--- config.mk ---
export PLATFORM = sky130hd
export DESIGN_NAME = fxalu_div_stage
export DESIGN_NICKNAME = d
export VERILOG_FILES = /design/src/fxalu_pkg.sv /design/src/fxalu_div_stage.sv
export SDC_FILE = /design/constraint.sdc
export NUM_CORES = 1
export LEC_CHECK = 0
export ABC_AREA = 1
export ABC_CLOCK_PERIOD_IN_PS = 16600
export BUFFER_PORTS_ARGS = -buffer_cell sky130_fd_sc_hd__clkbuf_2
export CAP_MARGIN = 20
export CORE_MARGIN = 5
export CORE_UTILIZATION = 35
export DETAILED_ROUTE_END_ITERATION = 8
export PLACE_DENSITY_LB_ADDON = 0.1
export SLEW_MARGIN = 10
export SYNTH_ARGS = -nofsm -noshare
export SYNTH_HDL_FRONTEND = slang
export SYNTH_SLANG_ARGS = --single-unit
--- constraint.sdc ---
create_clock -name vclk -period 16.6
set_clock_uncertainty 0.05 [all_clocks]
set_input_delay 0.83 -clock vclk [all_inputs]
set_output_delay 0.83 -clock vclk [all_outputs]
set_load 0.01 [all_outputs]
--- src/fxalu_pkg.sv ---
// Package with widths, action codes and status codes of the Q24.8 ALU.
package fxalu_pkg;

  localparam int FracBits = 8;
  localparam int WordBits = 32;
  localparam int QuotBits = WordBits + FracBits + 1;
  localparam int DivStages = 7;
  localparam int BitsPerStage = (QuotBits + DivStages - 1) / DivStages;
  localparam int QuotPad = BitsPerStage * DivStages;
  localparam int NumBits = QuotPad;

  typedef logic [WordBits-1:0] word_t;
  typedef logic [WordBits:0] mag_t;

  typedef enum logic [3:0] {
    ACT_ADD = 4'd0, ACT_SUB = 4'd1, ACT_MUL = 4'd2, ACT_DIV = 4'd3,
    ACT_MIN = 4'd4, ACT_MAX = 4'd5, ACT_GT = 4'd6, ACT_LT = 4'd7,
    ACT_GE = 4'd8, ACT_LE = 4'd9, ACT_EQ = 4'd10, ACT_NE = 4'd11,
    ACT_INC = 4'd12, ACT_DEC = 4'd13
  } action_t;

  typedef enum logic [1:0] {
    ST_OK = 2'd0, ST_SAT = 2'd1, ST_DIV0 = 2'd2
  } status_t;

  // Operation state travelling along the divider stages.
  typedef struct packed {
    logic [NumBits-1:0] num;
    mag_t den;
    mag_t rem;
    logic [QuotPad-1:0] quot;
  } div_state_t;

endpackage

--- src/fxalu_div_stage.sv ---
// One combinational slice of restoring long division, several quotient bits.
module fxalu_div_stage (
  input  fxalu_pkg::div_state_t din,
  output fxalu_pkg::div_state_t dout
);

  localparam int Nb = fxalu_pkg::NumBits;
  localparam int Bs = fxalu_pkg::BitsPerStage;
  localparam int Wb = fxalu_pkg::WordBits;

  // Shift in one numerator bit a step and subtract where it fits.
  always_comb begin
    logic [Wb+1:0] r;
    fxalu_pkg::div_state_t s;
    s = din;
    for (int i = 0; i < Bs; i++) begin
      r = {s.rem, s.num[Nb-1]};
      s.num = {s.num[Nb-2:0], 1'b0};
      s.quot = {s.quot[fxalu_pkg::QuotPad-2:0], 1'b0};
      if (r >= {1'b0, s.den}) begin
        r = r - {1'b0, s.den};
        s.quot[0] = 1'b1;
      end
      s.rem = r[Wb:0];
    end
    dout = s;
  end

endmodule

# Word level (Yosys, flattened, before mapping)
# Cells that the tools add are included.
[classes] addsub=6 n_lt_le_gt_ge=6 n_mux=12
[ops] op="34-bit by 33-bit >= comparator with 1-bit output" n=6
[ops] op="33-bit 2-to-1 mux" n=6
[ops] op="33-bit subtractor" n=6
[ops] op="1-bit 2-to-1 mux" n=6
[totals] reg_bits=0 input_bits=150 out_inout_bits=150 wordCells=24

# Depth between registers and ports, before layout
[depth] word_depth=12 ltp_mapped=106

# Least setup slack after synthesis
# OpenSTA, ideal clock, no wires.
[synth_timing] path_type="input to output" from="input din[107] (netlist name)" to="output dout[58] (netlist name)" t_arrival_ns=13.128 slack_ns=2.592 stages=95 path_cell_list="inv_1 > ha_1 > inv_2 > nor2_1 > nand3_1 > nor3_2 > nand3_1 > nand4_2 > buf_2 > buf_2 > nand2_1 > o21ai_0 > inv_1 > ha_1 > nand2_1 > nor2_2 > nand2_1 > and2_1 > (+59 left out) > nand2_1 > fa_1 > nand3_1 > nand2_1 > nand3_1 > nand2_1 > nand3_1 > nand2_1 > a21boi_0 > o221ai_1 > nand2_1 > o211ai_1 > nand2_1 > nand2_1 > a21oi_1 > clkbuf_1 > nand3_1 > nand2_1"
[synth_lines] element="start: declaration" line_no="fxalu_div_stage.sv:3" rtl="input fxalu_pkg::div_state_t din,"
[synth_lines] element="end: declaration" line_no="fxalu_div_stage.sv:4" rtl="output fxalu_pkg::div_state_t dout"

==> metrics <==
Cell Area, Placed=16300 sq um; Rel. slew slack=0.481; final setup fails=0; most common library cells after synthesis=nand2_1, inv_1, a21oi_1, ha_1, nand3_1; total of max-cap violations=0; drt drc=0; synthesized area=15000 sq um; dpl hpwl=just under 60 mm; Arr. time, crit path=~15 ns; CP delay by family, top=simple AND/OR/NAND/NOR gates; antenna violations before repair=2; DIE HEIGHT=217 um; Syn. warnings=0; Final min period=15.57 ns; fraction of layout cells with a size suffix above 1=0.129; FMAX=0.0642 GHz; clkbuf count=0; fin crit share=0.938; Area Overhead vs Synth=9.82%; All-Layer GR Usage=0.272; vias=18054; top-count cell post-synth=nand2_1; crit start category=input pin; count of different cell masters after synthesis=56; worst slew pin tran=0.772 ns; final net count=roughly 3200; Buf+Inv Stages, Crit Path=17; final wirelength=67.6 mm; First DRT Iteration DRCs=1467; Critical Path Slowest Stage Cell=fa_1; critical path required time=15.72 ns; RePlAce Congestion=0.968; grt ovf=0; CTS Hold Bufs=0; HP Class=input pin to output port; largest cells by area after synthesis=nand2_1, ha_1, inv_1; Top cell by count, worst path=nand2_1; Final Hold Fails=0; area leader, netlist=nand2_1; Slew Limit Fails=0; via/cell ratio=5.33; share of the synthesized area in the top cell type=0.218; pin count of the biggest net entering global routing=35; DIE AREA=47100 sq um; final instance area=roughly 16000 sq um; initial core utilization=0.356; Final Instance Count excl. Fillers=3388; dpl cells=3385; crit path max fanout=34; crit-path max cell delay=0.43 ns; sequential cell area=0 sq um; kind of critical path=input pin to output port; run status=finished, final reports clean; first-pass GRT wire length=slightly above 100 mm; Core Box Area=42100 sq um; PortBufs=144; Detailed Routing Iterations Pass 1=6; post-route ant nets=0; Seq cells=0; sequential element share of the synthesized area=0; row cnt=75; vias in the first global route=16836; DIE WIDTH=between 200 and 250 um; Ports=300; WL per Instance=20.0 um; Crit. End Element=output port; Mapped Cells=2739; Syn Area/Cell=5.48 sq um
cell type report:
type	instances	area [sq um]
Multi-Input combinational cell	2216	12700
Antenna cell	1	2.50
Tap cell	539	674
Timing Repair Buffer	262	1730
Inverter	370	1400
Fill cell	4831	25700
final timing paths:
path              startpoint         to  cells past startpoint  slack, ns
setup / recovery    din[100]   dout[47]                     89       1.03
hold / removal      din[110]  dout[116]                      0       1.61
cells by family after synthesis:
family | count (synthesis) | synth area share
AOI/OAI and AO/OA | 483 | 0.185
xor gates and xnor gates | 157 | 0.0917
adders and majority gates | 204 | 0.173
buffers and inverters | 528 | 0.167
other | 1 | 0.000250
and+or+nand+nor | 1366 | 0.383
what timing repair did:
action / 4_1_cts / 5_1_grt
resized for setup: 0 / 50
endpoints found under the setup margin: 0 / 34
setup buffers: 0 / 2
through the flow:
step | utilization | setup WS [ns] | hold slack [ns] | TNS (ns)
2_1_floorplan | - | 2.59 | 1.70 | 0
3_3_place_gp | 0.386 | 0.308 | 1.61 | 0
3_5_place_dp | 0.386 | 0.345 | 1.61 | 0
4_1_cts | 0.386 | 0.272 | 1.61 | 0
5_1_grt | 0.391 | -0.0613 | 1.61 | -0.203
6_report | 0.391 | 1.03 | 1.61 | 0
cells in the final DEF (no fill, tap or decap), types with 21 or more instances in the layout:
cell,count
o21ai_2,21
xor2_1,73
clkbuf_2,144
xnor2_1,84
buf_4,106
a21o_1,27
a21oi_1,212
o21ai_0,111
ha_1,193
inv_1,355
nor2_1,181
nand3_1,194
nand2_1,870
nand4_1,21
layer usage:
layer	global-route usage	share of wire	vias to the layer above
met5	0	0.00019	-
met4	0.0699	0.034	2
met3	0.0381	0.075	98
met2	0.415	0.41	644
met1	0.402	0.48	8272
li1	-	-	9038
